**src/assert_macros.svh**
```systemverilog
// Assertion macros shared by the controller RTL.
// No dependencies; included by the modules that carry assertions.
`ifndef ASSERT_MACROS_SVH
`define ASSERT_MACROS_SVH

// Checked on every rising clock edge outside of reset.
`define PSC_ASSERT(lbl, prop, msg) \
  lbl: assert property (@(posedge clk_i) disable iff (!rst_ni) (prop)) else $error(msg);

// Checked on every rising clock edge, reset included.
`define PSC_ASSERT_ALWAYS(lbl, prop, msg) \
  lbl: assert property (@(posedge clk_i) (prop)) else $error(msg);

`endif

```
**src/psc_pkg.sv**
```systemverilog
// Package for the clamped PID step: types, codes, saturation helper and the
// control program of the sequencer. No dependencies.
package psc_pkg;

  // Register indexes of the configuration port.
  localparam int unsigned CFG_IDX_W = 3;
  localparam logic [CFG_IDX_W-1:0] REG_GAIN_P    = 3'd0;
  localparam logic [CFG_IDX_W-1:0] REG_GAIN_I    = 3'd1;
  localparam logic [CFG_IDX_W-1:0] REG_GAIN_D    = 3'd2;
  localparam logic [CFG_IDX_W-1:0] REG_DRIVE_MIN = 3'd3;
  localparam logic [CFG_IDX_W-1:0] REG_DRIVE_MAX = 3'd4;
  localparam logic [CFG_IDX_W-1:0] REG_INT_LIMIT = 3'd5;

  // Result status codes.
  localparam logic [1:0] STATUS_NORMAL     = 2'd0;
  localparam logic [1:0] STATUS_DT_INVALID = 2'd1;
  localparam logic [1:0] STATUS_CLEARED    = 2'd2;

  // Input operation codes.
  localparam logic OP_STEP  = 1'b0;
  localparam logic OP_CLEAR = 1'b1;

  // Divider: the numerator is a 33-bit magnitude shifted up by 16 bits.
  localparam int unsigned DIV_NUM_W = 49;
  localparam int unsigned DIV_ITERS = DIV_NUM_W;
  localparam int unsigned DIV_CNT_W = $clog2(DIV_ITERS);

  // Sequencer program counter.
  localparam int unsigned STEP_W = 4;
  localparam logic [STEP_W-1:0] STEP_TEST_CLEAR = 4'd0;
  localparam logic [STEP_W-1:0] STEP_TEST_DT    = 4'd1;
  localparam logic [STEP_W-1:0] STEP_LOAD_P     = 4'd2;
  localparam logic [STEP_W-1:0] STEP_ACC_INT    = 4'd3;
  localparam logic [STEP_W-1:0] STEP_MUL_I      = 4'd4;
  localparam logic [STEP_W-1:0] STEP_ADD_I      = 4'd5;
  localparam logic [STEP_W-1:0] STEP_DIV_WAIT   = 4'd6;
  localparam logic [STEP_W-1:0] STEP_MUL_D      = 4'd7;
  localparam logic [STEP_W-1:0] STEP_ADD_D      = 4'd8;
  localparam logic [STEP_W-1:0] STEP_EMIT_STEP  = 4'd9;
  localparam logic [STEP_W-1:0] STEP_EMIT_CLEAR = 4'd10;
  localparam logic [STEP_W-1:0] STEP_EMIT_DTZ   = 4'd11;

  typedef enum logic [2:0] {
    UOP_NOP,
    UOP_SAT_LOAD,
    UOP_SAT_ADD,
    UOP_ACC_INT,
    UOP_EMIT_STEP,
    UOP_EMIT_CLEAR,
    UOP_EMIT_DTZ
  } uop_e;

  typedef enum logic [2:0] {
    MUL_NONE,
    MUL_P,
    MUL_ERRDT,
    MUL_I,
    MUL_D
  } mul_sel_e;

  typedef enum logic [2:0] {
    COND_NONE,
    COND_CLEAR,
    COND_DTZ,
    COND_FIRST,
    COND_DIV_BUSY,
    COND_OUT_FULL
  } cond_e;

  typedef struct packed {
    uop_e              op;
    mul_sel_e          mul;
    logic              div_start;
    cond_e             cond;
    logic [STEP_W-1:0] target;
    logic              last;
  } ucode_word_t;

  typedef struct packed {
    logic busy;
    logic done;
  } div_sts_t;

  // Saturate a 49-bit signed value to 32 bits.
  function automatic logic signed [31:0] sat32(input logic signed [48:0] v);
    logic signed [31:0] r;
    if (v[48:31] == '0 || v[48:31] == '1) begin
      r = v[31:0];
    end else if (v[48]) begin
      r = 32'sh8000_0000;
    end else begin
      r = 32'sh7FFF_FFFF;
    end
    return r;
  endfunction

  function automatic ucode_word_t uw(input uop_e op, input mul_sel_e mul,
                                     input logic ds, input cond_e cond,
                                     input logic [STEP_W-1:0] target,
                                     input logic last);
    ucode_word_t w;
    w.op        = op;
    w.mul       = mul;
    w.div_start = ds;
    w.cond      = cond;
    w.target    = target;
    w.last      = last;
    return w;
  endfunction

  // Control program. The product of a multiply step is ready in the next step.
  function automatic ucode_word_t ucode_rom(input logic [STEP_W-1:0] pc);
    ucode_word_t w;
    unique case (pc)
      STEP_TEST_CLEAR:
        w = uw(UOP_NOP, MUL_NONE, 1'b0, COND_CLEAR, STEP_EMIT_CLEAR, 1'b0);
      STEP_TEST_DT:
        w = uw(UOP_NOP, MUL_P, 1'b0, COND_DTZ, STEP_EMIT_DTZ, 1'b0);
      STEP_LOAD_P:
        w = uw(UOP_SAT_LOAD, MUL_ERRDT, 1'b1, COND_NONE, STEP_TEST_CLEAR, 1'b0);
      STEP_ACC_INT:
        w = uw(UOP_ACC_INT, MUL_NONE, 1'b0, COND_NONE, STEP_TEST_CLEAR, 1'b0);
      STEP_MUL_I:
        w = uw(UOP_NOP, MUL_I, 1'b0, COND_NONE, STEP_TEST_CLEAR, 1'b0);
      STEP_ADD_I:
        w = uw(UOP_SAT_ADD, MUL_NONE, 1'b0, COND_FIRST, STEP_EMIT_STEP, 1'b0);
      STEP_DIV_WAIT:
        w = uw(UOP_NOP, MUL_NONE, 1'b0, COND_DIV_BUSY, STEP_DIV_WAIT, 1'b0);
      STEP_MUL_D:
        w = uw(UOP_NOP, MUL_D, 1'b0, COND_NONE, STEP_TEST_CLEAR, 1'b0);
      STEP_ADD_D:
        w = uw(UOP_SAT_ADD, MUL_NONE, 1'b0, COND_NONE, STEP_TEST_CLEAR, 1'b0);
      STEP_EMIT_STEP:
        w = uw(UOP_EMIT_STEP, MUL_NONE, 1'b0, COND_OUT_FULL, STEP_EMIT_STEP, 1'b1);
      STEP_EMIT_CLEAR:
        w = uw(UOP_EMIT_CLEAR, MUL_NONE, 1'b0, COND_OUT_FULL, STEP_EMIT_CLEAR, 1'b1);
      STEP_EMIT_DTZ:
        w = uw(UOP_EMIT_DTZ, MUL_NONE, 1'b0, COND_OUT_FULL, STEP_EMIT_DTZ, 1'b1);
      default:
        w = uw(UOP_NOP, MUL_NONE, 1'b0, COND_NONE, STEP_TEST_CLEAR, 1'b1);
    endcase
    return w;
  endfunction

endpackage

```
**src/psc_div.sv**
```systemverilog
// Iterative restoring divider for the derivative term: (diff * 2^16) / dt,
// truncated toward zero and saturated to 32 bits. Depends on psc_pkg.
module psc_div
  import psc_pkg::*;
(
  input  logic               clk_i,
  input  logic               rst_ni,
  input  logic               start_i,
  input  logic signed [32:0] diff_i,
  input  logic        [23:0] dt_i,
  output div_sts_t           sts_o,
  output logic signed [31:0] deriv_o
);

  typedef enum logic [1:0] {DIV_IDLE, DIV_RUN, DIV_FIX} div_state_e;

  localparam logic [DIV_CNT_W-1:0] DIV_LAST = DIV_CNT_W'(DIV_ITERS - 1);

  div_state_e             state_q;
  logic [DIV_CNT_W-1:0]   cnt_q;
  logic                   done_q;
  logic signed [31:0]     deriv_q;
  logic [DIV_NUM_W-1:0]   work_q;
  logic [23:0]            rem_q;
  logic [23:0]            dt_q;
  logic                   neg_q;

  logic [32:0]            mag;
  logic [24:0]            shifted;
  logic [24:0]            sub;
  logic                   ge;
  logic                   pos_ovf;
  logic                   neg_ovf;
  logic signed [31:0]     deriv_d;

  // Magnitude of the numerator; the divisor is always positive.
  assign mag = diff_i[32] ? (~diff_i + 33'd1) : diff_i;

  // One quotient bit per cycle.
  assign shifted = {rem_q, work_q[DIV_NUM_W-1]};
  assign ge      = shifted >= {1'b0, dt_q};
  assign sub     = shifted - {1'b0, dt_q};

  // Apply the sign and saturate the quotient.
  assign pos_ovf = |work_q[DIV_NUM_W-1:31];
  assign neg_ovf = (|work_q[DIV_NUM_W-1:32]) | (work_q[31] & (|work_q[30:0]));
  always_comb begin
    if (neg_q) begin
      deriv_d = neg_ovf ? 32'sh8000_0000 : $signed(~work_q[31:0] + 32'd1);
    end else begin
      deriv_d = pos_ovf ? 32'sh7FFF_FFFF : $signed(work_q[31:0]);
    end
  end

  // Control state and registered result.
  always_ff @(posedge clk_i or negedge rst_ni) begin
    if (!rst_ni) begin
      state_q <= DIV_IDLE;
      cnt_q   <= '0;
      done_q  <= 1'b0;
      deriv_q <= '0;
    end else begin
      done_q <= 1'b0;
      unique case (state_q)
        DIV_IDLE: begin
          if (start_i) begin
            state_q <= DIV_RUN;
            cnt_q   <= '0;
          end
        end
        DIV_RUN: begin
          cnt_q <= cnt_q + 1'b1;
          if (cnt_q == DIV_LAST) begin
            state_q <= DIV_FIX;
          end
        end
        DIV_FIX: begin
          deriv_q <= deriv_d;
          done_q  <= 1'b1;
          state_q <= DIV_IDLE;
        end
        default: state_q <= DIV_IDLE;
      endcase
    end
  end

  // Operand and partial remainder registers.
  always_ff @(posedge clk_i) begin
    if (state_q == DIV_IDLE && start_i) begin
      work_q <= {mag, 16'd0};
      rem_q  <= '0;
      dt_q   <= dt_i;
      neg_q  <= diff_i[32];
    end else if (state_q == DIV_RUN) begin
      work_q <= {work_q[DIV_NUM_W-2:0], ge};
      rem_q  <= ge ? sub[23:0] : shifted[23:0];
    end
  end

  assign sts_o.busy = (state_q != DIV_IDLE);
  assign sts_o.done = done_q;
  assign deriv_o    = deriv_q;

endmodule

```
**src/pid_step_clamped.sv**
```systemverilog
// Top level of the clamped PID step: configuration registers, microcoded
// sequencer, shared multiplier and output register. Uses psc_pkg, psc_div.
//
//  Channel  | Direction | Handshake              | Payload
//  ---------+-----------+------------------------+------------------------------
//  s_axis   | in        | tvalid / tready        | tdata: error, dt; tuser: op
//  m_axis   | out       | tvalid / tready        | tdata: drive; tuser: status
//  cfg      | in        | cfg_we_i (no stall)    | cfg_idx_i, cfg_wdata_i
//
// One request is worked on at a time. A normal step waits on the divider for
// the derivative term, which sets its length. The first step after a clear
// skips the divider, and a zero dt and a clear jump straight to their final
// steps. A finished result waits in the output register while the next
// request is taken; a stalled output holds the sequencer at its final step.
// Reset clears the state, the sequencer and the output valid.
`include "assert_macros.svh"

module pid_step_clamped
  import psc_pkg::*;
(
  input  logic                 clk_i,
  input  logic                 rst_ni,
  // Configuration write port.
  input  logic                 cfg_we_i,
  input  logic [CFG_IDX_W-1:0] cfg_idx_i,
  input  logic [31:0]          cfg_wdata_i,
  // Requests.
  input  logic                 s_axis_tvalid,
  output logic                 s_axis_tready,
  input  logic [55:0]          s_axis_tdata,  // [31:0] error, [55:32] dt
  input  logic                 s_axis_tuser,  // [0] op
  // Results.
  output logic                 m_axis_tvalid,
  input  logic                 m_axis_tready,
  output logic [31:0]          m_axis_tdata,  // [31:0] drive
  output logic [1:0]           m_axis_tuser   // [1:0] step_status
);

  // Configuration.
  logic signed [31:0] gain_p_q, gain_i_q, gain_d_q, drive_min_q, drive_max_q;
  logic        [30:0] limit_q;

  // Controller state.
  logic signed [31:0] integ_q;
  logic signed [31:0] last_q;
  logic               first_q;

  // Sequencer.
  logic               running_q;
  logic [STEP_W-1:0]  pc_q;
  ucode_word_t        cw;
  logic               jump;

  // Datapath.
  logic               op_q;
  logic signed [31:0] err_q;
  logic        [23:0] dt_q;
  logic signed [31:0] sum_q;
  logic signed [63:0] prod_q;
  logic signed [32:0] mul_a, mul_b;
  logic signed [65:0] prod_full;
  logic signed [47:0] term;
  logic signed [48:0] term_ext;
  logic signed [31:0] sat_term;
  logic signed [48:0] add_s;
  logic signed [48:0] acc;
  logic signed [48:0] lim;
  logic signed [48:0] acc_clamped;
  logic signed [31:0] drive_hi;
  logic signed [31:0] drive_v;
  logic signed [32:0] diff;
  logic signed [31:0] deriv;
  div_sts_t           div_sts;
  logic               div_start;

  // Output register.
  logic               out_valid_q;
  logic signed [31:0] drive_q;
  logic [1:0]         status_q;

  logic               in_fire;
  logic               slot_free;
  logic               emit;

  assign s_axis_tready = !running_q;
  assign in_fire       = s_axis_tvalid && s_axis_tready;
  assign slot_free     = !out_valid_q || m_axis_tready;
  assign cw            = ucode_rom(pc_q);
  assign emit          = running_q && slot_free &&
                         (cw.op inside {UOP_EMIT_STEP, UOP_EMIT_CLEAR, UOP_EMIT_DTZ});

  // Jump condition of the current control word.
  always_comb begin
    unique case (cw.cond)
      COND_NONE:     jump = 1'b0;
      COND_CLEAR:    jump = (op_q == OP_CLEAR);
      COND_DTZ:      jump = (dt_q == '0);
      COND_FIRST:    jump = first_q;
      COND_DIV_BUSY: jump = div_sts.busy;
      COND_OUT_FULL: jump = !slot_free;
      default:       jump = 1'b0;
    endcase
  end

  // Shared multiplier operand selection.
  always_comb begin
    unique case (cw.mul)
      MUL_P: begin
        mul_a = {gain_p_q[31], gain_p_q};
        mul_b = {err_q[31], err_q};
      end
      MUL_ERRDT: begin
        mul_a = {err_q[31], err_q};
        mul_b = $signed({9'd0, dt_q});
      end
      MUL_I: begin
        mul_a = {gain_i_q[31], gain_i_q};
        mul_b = {integ_q[31], integ_q};
      end
      MUL_D: begin
        mul_a = {gain_d_q[31], gain_d_q};
        mul_b = {deriv[31], deriv};
      end
      default: begin
        mul_a = '0;
        mul_b = '0;
      end
    endcase
  end
  assign prod_full = mul_a * mul_b;

  // Floor of the product in Q16.16 and the saturating adds.
  assign term     = prod_q[63:16];
  assign term_ext = {term[47], term};
  assign sat_term = sat32(term_ext);
  assign add_s    = {{17{sum_q[31]}}, sum_q} + {{17{sat_term[31]}}, sat_term};

  // Integral update with magnitude clamp.
  assign acc = {{17{integ_q[31]}}, integ_q} + term_ext;
  assign lim = $signed({18'd0, limit_q});
  always_comb begin
    if (acc > lim) begin
      acc_clamped = lim;
    end else if (acc < -lim) begin
      acc_clamped = -lim;
    end else begin
      acc_clamped = acc;
    end
  end

  // Output clamp; the lower bound wins when the bounds are inverted.
  assign drive_hi = (sum_q > drive_max_q) ? drive_max_q : sum_q;
  assign drive_v  = (drive_hi < drive_min_q) ? drive_min_q : drive_hi;

  // Derivative divider, started only when the derivative is used.
  assign diff      = {err_q[31], err_q} - {last_q[31], last_q};
  assign div_start = running_q && cw.div_start && !first_q;

  psc_div u_div (
    .clk_i   (clk_i),
    .rst_ni  (rst_ni),
    .start_i (div_start),
    .diff_i  (diff),
    .dt_i    (dt_q),
    .sts_o   (div_sts),
    .deriv_o (deriv)
  );

  // Configuration, controller state, sequencer and output valid.
  always_ff @(posedge clk_i or negedge rst_ni) begin
    if (!rst_ni) begin
      gain_p_q    <= '0;
      gain_i_q    <= '0;
      gain_d_q    <= '0;
      drive_min_q <= 32'sh8000_0000;
      drive_max_q <= 32'sh7FFF_FFFF;
      limit_q     <= 31'h7FFF_FFFF;
      integ_q     <= '0;
      last_q      <= '0;
      first_q     <= 1'b1;
      running_q   <= 1'b0;
      pc_q        <= STEP_TEST_CLEAR;
      out_valid_q <= 1'b0;
    end else begin
      if (cfg_we_i) begin
        unique case (cfg_idx_i)
          REG_GAIN_P:    gain_p_q    <= cfg_wdata_i;
          REG_GAIN_I:    gain_i_q    <= cfg_wdata_i;
          REG_GAIN_D:    gain_d_q    <= cfg_wdata_i;
          REG_DRIVE_MIN: drive_min_q <= cfg_wdata_i;
          REG_DRIVE_MAX: drive_max_q <= cfg_wdata_i;
          REG_INT_LIMIT: limit_q     <= cfg_wdata_i[30:0];
          default: ;
        endcase
      end

      if (running_q) begin
        unique case (cw.op)
          UOP_ACC_INT: integ_q <= acc_clamped[31:0];
          UOP_EMIT_STEP: begin
            if (slot_free) begin
              last_q  <= err_q;
              first_q <= 1'b0;
            end
          end
          UOP_EMIT_CLEAR: begin
            if (slot_free) begin
              integ_q <= '0;
              last_q  <= '0;
              first_q <= 1'b1;
            end
          end
          default: ;
        endcase
      end

      if (in_fire) begin
        running_q <= 1'b1;
        pc_q      <= STEP_TEST_CLEAR;
      end else if (running_q) begin
        if (jump) begin
          pc_q <= cw.target;
        end else if (cw.last) begin
          running_q <= 1'b0;
        end else begin
          pc_q <= pc_q + 1'b1;
        end
      end

      if (emit) begin
        out_valid_q <= 1'b1;
      end else if (m_axis_tready) begin
        out_valid_q <= 1'b0;
      end
    end
  end

  // Request capture, working registers and result payload.
  always_ff @(posedge clk_i) begin
    if (in_fire) begin
      op_q  <= s_axis_tuser;
      err_q <= s_axis_tdata[31:0];
      dt_q  <= s_axis_tdata[55:32];
    end
    if (running_q) begin
      if (cw.mul != MUL_NONE) begin
        prod_q <= prod_full[63:0];
      end
      case (cw.op)
        UOP_SAT_LOAD: sum_q <= sat_term;
        UOP_SAT_ADD:  sum_q <= sat32(add_s);
        default: ;
      endcase
      if (emit) begin
        case (cw.op)
          UOP_EMIT_STEP: begin
            drive_q  <= drive_v;
            status_q <= STATUS_NORMAL;
          end
          UOP_EMIT_CLEAR: begin
            drive_q  <= '0;
            status_q <= STATUS_CLEARED;
          end
          default: begin
            drive_q  <= '0;
            status_q <= STATUS_DT_INVALID;
          end
        endcase
      end
    end
  end

  assign m_axis_tvalid = out_valid_q;
  assign m_axis_tdata  = drive_q;
  assign m_axis_tuser  = status_q;

  // Assertions.
  logic signed [32:0] integ_ext;
  logic signed [32:0] lim_ext;
  assign integ_ext = {integ_q[31], integ_q};
  assign lim_ext   = $signed({2'b00, limit_q});

  `PSC_ASSERT(a_div_done_at_wait, div_sts.done |-> (running_q && pc_q == STEP_DIV_WAIT), "divider finished outside its wait step")
  `PSC_ASSERT(a_integ_bounded, (running_q && cw.op == UOP_ACC_INT) |=> ((integ_ext <= lim_ext) && (integ_ext >= -lim_ext)), "integral left its bound")
  `PSC_ASSERT(a_result_from_emit, $rose(out_valid_q) |-> $past(running_q && cw.last), "result appeared without a final step")

endmodule
```
**config.mk**
```make
export PLATFORM = sky130hd
export DESIGN_NAME = pid_step_clamped
export DESIGN_NICKNAME = d
export VERILOG_FILES = /design/src/psc_pkg.sv /design/src/psc_div.sv /design/src/pid_step_clamped.sv
export VERILOG_INCLUDE_DIRS = /design/src /design/src/src
export SDC_FILE = /design/constraint.sdc
export NUM_CORES = 2
export LEC_CHECK = 0
export ABC_CLOCK_PERIOD_IN_PS = 17600
export BUFFER_PORTS_ARGS = -buffer_cell sky130_fd_sc_hd__buf_2
export CELL_PAD_IN_SITES_DETAIL_PLACEMENT = 0
export CELL_PAD_IN_SITES_GLOBAL_PLACEMENT = 1
export CORE_AREA = 8 8 452 454
export CTS_CLUSTER_SIZE = 16
export DETAILED_ROUTE_END_ITERATION = 7
export DIE_AREA = 0 0 460 462
export HOLD_SLACK_MARGIN = 0.08
export PLACE_DENSITY = 0.66
export SETUP_SLACK_MARGIN = 0.05
export SLEW_MARGIN = 20
export SYNTH_ARGS = -nofsm -noshare
export SYNTH_HDL_FRONTEND = slang
export SYNTH_HIERARCHICAL = 1
export SYNTH_SLANG_ARGS = --single-unit
export TNS_END_PERCENT = 1
```
**constraint.sdc**
```tcl
create_clock -name clk_i -period 17.6 [get_ports clk_i]
set_clock_uncertainty 0.05 [all_clocks]
set_input_delay 1.76 -clock clk_i [delete_from_list [all_inputs] [get_ports clk_i]]
set_output_delay 1.76 -clock clk_i [all_outputs]
set_load 0.05 [all_outputs]
```
==> run_results.csv <==
group,metric,value,unit
sta,fin_hold_ws,0.4331,ns
global_routing,grt_remaining_overflow,0,
route,drt_iter0_markers,5398,
setup_path,r2r_start,"pc_q[2]",
global_routing,grt_start_max_net_pins,91,
cts,clock-sinks,571,
sta,hold_violations,0,
route,wl_per_cell,24.31,um
sta,rsz0062_at_grt,"false",
global_routing,grt_pass1_wl,386700,um
route,drc,0,
route,drt-total-wl,257800,um
cts,htreeDepth,3,
die,fp.dieW,460,um
setup_path,r2r_cells,31,
die,dieArea,212500,um2
setup_path,r2r_end,"prod_q[63]",
global_routing,antenna_found_initial,20,
cts,cts_max_path_buffers,3,
cts,cts_made_buffers,70,
die,core,196600,um2
sta,finalMaxSlewViolations,0,
setup_path,crit_end,"prod_q[63]",
die,rows,163,
final_layout,areaGrowthSynthToFinish,8.884,%
sta,finalSetupTns,0,ns
sta,setup_viol,0,
final_layout,final_nets,9601,
cts,cts_tree,"yes",
route,viasPerCell,5.428,
placed_design,placed_cells,10470,
final_layout,drive_gt1_share,9.047,%
setup_path,slowest_delay,0.99,ns
setup_path,critPathMaxFanout,70,
setup_path,cpMaxStageDelayCell,"a21o_1",
final_layout,finalNonFillerCells,10600,
route,drtPass1Iterations,6,
setup_path,startpoint,"pc_q[2]",
run_status,outcome,"complete, no violations",
cts,hold_buffers,0,
global_routing,track_usage,24.03,%
placed_design,dp_hpwl,197900,um
setup_path,cp_num_cells,31,
yosys,syn_area,72520,um2
sta,max_freq,77.70,MHz
setup_path,start_kind,"flop",
setup_path,critPathBufInv,3,
setup_path,crit_required,17.92,ns
setup_path,crit_family,"adder cells",
cts,clockRootBuffer,"clkbuf_16",
route,dr_total_vias,57550,
die,die_h,462,um
setup_path,critPathKind,"reg -> reg",
setup_path,crit_top_cell,"fa_1",
die,ios,133,
yosys,synthCells,7921,
sta,post-route-period-util,73.12,%
cts,clk_pin_slew,0.06,ns
route,postRouteAntennaNets,0,
cts,cts_setup_buffers,0,
setup_path,arrival,13.19,ns
sta,period_needed,12.87,ns
sta,maxSlewHeadroom,20.09,%
cts,cts_resized,0,
yosys,avgSynthCellArea,9.156,um2
placed_design,io_buffers,132,
cts,clk_latency,0.70,ns
setup_path,r2r_slack,4.73,ns
setup_path,cp-end-kind,"flop",
flow_run,maxCapViolations,0,
yosys,ys_warn_count,6,
yosys,syn_nets,9622,
global_routing,grt_pass1_vias,59180,
die,initial_core_util,36.89,%
hold_path,hold_class,"reg -> reg",
sta,tightest_slew,1.199,ns
placed_design,gp_congestion,0.9241,
-- worst min path at each step --
stage | startpoint | slack (ns) | endpoint | cells after the start
after global routing | u_div/rem_q[15] | 0.46 | u_div/rem_q[15] | 2
after detailed placement | last_q[18] | 0.42 | last_q[18] | 2
after floorplan | dt_q[1] | 0.39 | u_div/dt_q[1] | 0
after CTS | u_div/rem_q[17] | 0.43 | u_div/rem_q[17] | 2
after global placement | last_q[31] | 0.41 | last_q[31] | 2
final | last_q[29] | 0.43 | last_q[29] | 2
-- cell usage in the layout, fill, tap and decap left out, types with 44 or more instances in the layout --
| cell type | n |
|---|---|
| a21o_1 | 160 |
| ha_1 | 496 |
| nand2b_1 | 44 |
| mux2i_1 | 53 |
| buf_4 | 149 |
| dfrtp_1 | 238 |
| nand2_1 | 1190 |
| a22oi_1 | 89 |
| nand4_1 | 63 |
| xnor2_1 | 138 |
| nor3_1 | 63 |
| mux2_2 | 162 |
| a21oi_1 | 320 |
| edfxtp_1 | 229 |
| o21ai_0 | 317 |
| inv_1 | 1316 |
| clkbuf_16 | 71 |
| nor2b_1 | 54 |
| buf_2 | 131 |
| xor2_1 | 83 |
| nand3_1 | 67 |
| dfstp_2 | 64 |
| fa_1 | 1108 |
| nor2_1 | 625 |
-- through the flow --
stage	area [um2]	worst slack, ns	util (%)
6_report	78960	4.730	40.16
5_1_grt	78950	4.131	40.16
3_3_place_gp	76470	5.145	38.90
4_1_cts	78940	4.933	40.15
2_1_floorplan	72520	7.142	-
3_5_place_dp	76480	5.034	38.90
-- area by class of cell --
cell class,count,area (um2)
Antenna cell,5,12.51
Clock buffer,77,1799
Clock inverter,53,660.6
Fill cell,19620,117600
Inverter,1322,4965
Multi-Input combinational cell,5654,51120
Sequential cell,571,15310
Tap cell,2640,3303
Timing Repair Buffer,281,1789
-- per-layer routing --
metal	part of all wire [%]	GRT usage [%]	wire length [um]	up-vias
met2	43	37.05	112100	2336
met1	43	33.43	111400	29300
li1	-	-	-	25440
met4	4.7	9.677	12160	0
met3	8.6	4.513	22100	471
met5	0	0	0	-
-- registers in the layout, summed over array words and instances, names as in the netlist, 2 cells and up --
signal / cells
u_div/rem_q: 24
dt_q: 24
u_div/state_q: 2
gain_d_q: 32
m_axis_tuser: 2
u_div/cnt_q: 6
last_q: 32
sum_q: 32
u_div/deriv_o: 32
gain_i_q: 32
prod_q: 48
err_q: 32
integ_q: 32
u_div/dt_q: 24
limit_q: 31
u_div/work_q: 49
drive_max_q: 32
m_axis_tdata: 32
drive_min_q: 32
gain_p_q: 32
pc_q: 4
-- worst reg2reg max path: cells and delay by family, from the launching register on --
family	cells	cell delay (ns)
XOR/XNOR	1	0.10
flip-flops	1	0.90
AO/OA/AOI/OAI	14	4.32
buffers and inverters	3	1.30
adder cells (fa/ha/maj)	10	4.62
AND/OR/NAND/NOR	3	1.26
Power is left out: the tool's default activity adds up to more than one toggle a clock period on the data nets, which glitch-free logic cannot reach.
